<file path="src/rtl/dhd_pkg.sv">
// Shared types and constants for the DNA string dictionary.
// Used by every module in rtl/; depends on nothing.
`timescale 1ns / 1ps
`default_nettype none
package dhd_pkg;

	localparam int TABLE_SIZE  = 4096;
	localparam int ADDR_W      = $clog2(TABLE_SIZE);
	localparam int PROBE_LIMIT = 14;
	localparam int PROBE_W     = $clog2(PROBE_LIMIT + 1);
	localparam int MAX_LENGTH  = 12;
	localparam int CNT_W       = $clog2(MAX_LENGTH);
	localparam int LEN_W       = 4;
	localparam int SYM_W       = 24;
	localparam int KEY_W       = 28;
	localparam int KEY_RADIX   = 5;

	localparam logic OP_INSERT = 1'b0;
	localparam logic OP_LOOKUP = 1'b1;

	typedef struct packed {
		logic             opcode;
		logic [LEN_W-1:0] length;
		logic [SYM_W-1:0] symbols;
	} req_t;

	typedef struct packed {
		logic found;
		logic replaced;
	} rsp_t;

	typedef enum logic [1:0] {
		ALU_HORNER,
		ALU_FOLD,
		ALU_ADD
	} alu_op_t;

endpackage
`default_nettype wire

</file>
<file path="src/rtl/dhd_alu.sv">
// Shared arithmetic unit: base-5 key accumulation, modulo fold and slot step.
// Depends on dhd_pkg.
`timescale 1ns / 1ps
`default_nettype none
module dhd_alu (
	input  dhd_pkg::alu_op_t          op,
	input  logic [dhd_pkg::KEY_W-1:0] a,
	input  logic [dhd_pkg::KEY_W-1:0] b,
	output logic [dhd_pkg::KEY_W-1:0] y
);
	import dhd_pkg::*;

	always_comb begin
		case (op)
			ALU_HORNER: y = a * KEY_W'(KEY_RADIX) + b;
			ALU_FOLD:   y = KEY_W'(a[ADDR_W-1:0]) + (a >> ADDR_W);
			ALU_ADD:    y = a + b;
			default:    y = a;
		endcase
	end

endmodule
`default_nettype wire

</file>
<file path="config.mk">
export PLATFORM = sky130hd
export DESIGN_NAME = dhd_alu
export DESIGN_NICKNAME = d
export VERILOG_FILES = /design/src/rtl/dhd_pkg.sv /design/src/rtl/dhd_alu.sv
export SDC_FILE = /design/constraint.sdc
export NUM_CORES = 1
export LEC_CHECK = 0
export BUFFER_PORTS_ARGS = -buffer_cell sky130_fd_sc_hd__buf_2
export CAP_MARGIN = 15
export CORE_MARGIN = 4
export CORE_UTILIZATION = 38
export DETAILED_ROUTE_END_ITERATION = 7
export MAX_ROUTING_LAYER = met4
export SLEW_MARGIN = 20
export SYNTH_ARGS = -nofsm -noshare
export SYNTH_HDL_FRONTEND = slang
export SYNTH_SLANG_ARGS = --single-unit
</file>
<file path="constraint.sdc">
create_clock -name vclk -period 9.92
set_input_delay 2.976 -clock vclk [all_inputs]
set_output_delay 2.976 -clock vclk [all_outputs]
set_load 0.05 [all_outputs]
</file>
==> impl_metrics.tcl <==
set metrics [dict create \
    outcome "finished clean" \
    worst_path_largest_cell_delay_ns 0.49 \
    post_cts_buffers 0 \
    dr.pass1.iters 5 \
    grt_pass1_vias 5114 \
    ios 86 \
    place_area_sq_um 5640 \
    ctsHoldBuffers 0 \
    ys.warnings.count 0 \
    mostFrequentLayoutCell "inv_1" \
    start_util_pct 39.3 \
    ys_types 57 \
    clkbuf_count 0 \
    gp_congestion 0.931 \
    final-seq-area_sq_um 0 \
    netlist_area_sq_um 5020 \
    dp_slack_ns 0.267 \
    wl_met3_um 597 \
    design_area_sq_um 5650 \
    port_buffers 86 \
    cp.buffers_inverters 4 \
    final_core_util_pct 44.2 \
    cp_top_family "compound AO/OA/AOI/OAI gates" \
    cp.arrival_ns 6.68 \
    synth_fp_nets 869 \
    grt_setup_unrepaired "false" \
    overflow 0 \
    vdd_drop_max_mv 0.0760 \
    top_layer "met4" \
    num_antenna_cells 0 \
    wirelength_um 16000 \
    crit_type "input port to output port" \
    hp-start "a[27]" \
    core-area_sq_um 12800 \
    final.min_clock_period_ns 9.66 \
    cellLeakagePower_nw 2.97 \
    fin_nets 947 \
    avgSynthCellArea_sq_um 7.25 \
    cp-start-kind "input port" \
    die_w_um 123 \
    max_cap_viol_count 0 \
    min_delay_worst_endpoint "y[27]" \
    grt_pass1_wl_um 25600 \
    grt_max_degree 32 \
    via_per_inst 5.62 \
    end_kind "output port" \
    worstPathCellList "buf_2, ha_1, inv_1, fa_1, inv_1, ha_1, a2111oi_0, o21ai_0, o21ai_0, a31oi_1, a31oi_1, o21ai_0, a21oi_1, xor2_1, a211oi_1, buf_2" \
    track_usage_pct 21.6 \
    path_max_fanout 8 \
    rows 41 \
    design.seq.count 0 \
    setup_tns_ns 0 \
    detail-route-antenna-nets 0 \
    antenna_found_initial 0 \
    hold_violations 0 \
    final_cell_mix "inv_1 (127), ha_1 (91), buf_2 (86)" \
    fmax_mhz 104 \
    slew_headroom_pct 35.8 \
    route.detailed.wl_per_inst_um 17.0 \
    hold_ws_ns 6.47 \
    whs_path_depth 4 \
    fillers 1320 \
    slew_violations 0 \
    cp_slowest_cell "fa_1" \
    worst-slew-pin-transition_ns 0.960 \
    met2_length_um 8050 \
    finalSetupViolations 0 \
    wl_met1_um 7040 \
    multi_input_area_sq_um 4500 \
    die_y_um 123 \
    yosysSeqAreaShare_pct 0 \
    die_area_sq_um 15100 \
    hold_class "input port to output port" \
    area_growth_pct 12.4 \
    power.density_nw_per_um2 114 \
    crit_path_frequent_cell "o21ai_0" \
    drc_errors 0 \
    dp_hpwl_um 13900 \
    min_period_over_period_pct 97.4 \
    required_ns 6.94 \
    worst_slack_ns 0.262 \
    drive_gt1_share_pct 14.2 \
    num_vias 5287 \
    syn_inst 693 \
    drtIter0Drc 345 \
]
==> tightest hold or removal path, delay by kind of cell <==
family / cells / cell delay, ns
buffers and inverters: 2 / 0.34
and+or+nand+nor: 2 / 0.18
==> cell families after synthesis <==
group / synth area share (%)
AO/OA/AOI/OAI: 28.1
adder cells (fa/ha/maj): 33.4
XOR/XNOR: 9.59
AND/OR/NAND/NOR: 13.8
buffers and inverters: 10.6
multiplexers: 4.58
==> stage by stage <==
step / instances / power [mW]
after global placement: 941 / 0.632
after CTS: 941 / 0.643
final: 941 / 0.645
after floorplan: 693 / 0.489
after detailed placement: 941 / 0.639
after global routing: 941 / 0.714
==> repair_timing <==
item / in CTS / in global routing
setup endpoints to repair: 0 / 2
resized for setup: 0 / 1
endpoints found under the hold margin: 0 / 0
==> final cells by class <==
class | count | area share (%)
multi-input cells | 552 | 79.7
repair buffers | 89 | 8.02
well taps | 172 | 3.81
inverters | 128 | 8.51
==> where the power goes <==
part           switching [mW]  internal (mW)
clock                       0              0
sequential                  0              0
combinational           0.407          0.238
total                   0.407          0.238
==> per-layer routing <==
layer	vias to the layer above	track usage (%)
li1	2585	-
met1	2541	28.0
met2	142	38.4
met3	19	0.961
met4	0	3.01
met5	-	-
==> cells in the mapped netlist (3+ instances only) <==
cell type  number  area share (%)
inv_1         127             9.5
ha_1           91              23
a21oi_1        58             5.8
nand2_1        58             4.3
o21ai_0        45             4.5
nor2_1         39             2.9
xnor2_1        31             5.4
fa_1           27              11
xor2_1         24             4.2
a21o_1         21             3.1
nand3_1        15             1.5
a211oi_1       10             1.5
a31oi_1         9             1.1
nor3_1          9            0.90
o211ai_1        9             1.3
a22oi_1         8             1.2
clkbuf_1        8            0.60
mux4_2          8             3.6
nand2b_1        8             1.0
o21a_1          8             1.2
mux2i_1         5             1.0
nor2b_1         5            0.62
or3_1           5            0.62
a2111oi_0       4            0.70
a211o_1         4            0.70
and2_1          4            0.50
o21ai_1         4            0.40
o21bai_1        4            0.60
a21boi_0        3            0.45
a221oi_1        3            0.52
and3_1          3            0.37
buf_1           3            0.22
nand4_1         3            0.37
==> worst max path at each step <==
stage	from	end	slack (ns)	depth (start not counted)
2_1_floorplan	a[10]	y[25]	0.20	15
3_3_place_gp	a[9]	y[24]	0.28	16
3_5_place_dp	a[9]	y[26]	0.27	16
4_1_cts	a[9]	y[24]	0.25	16
5_1_grt	a[12]	y[25]	0.06	16
6_report	a[12]	y[25]	0.26	16
Note: power is estimated with default switching activity, not from simulation.
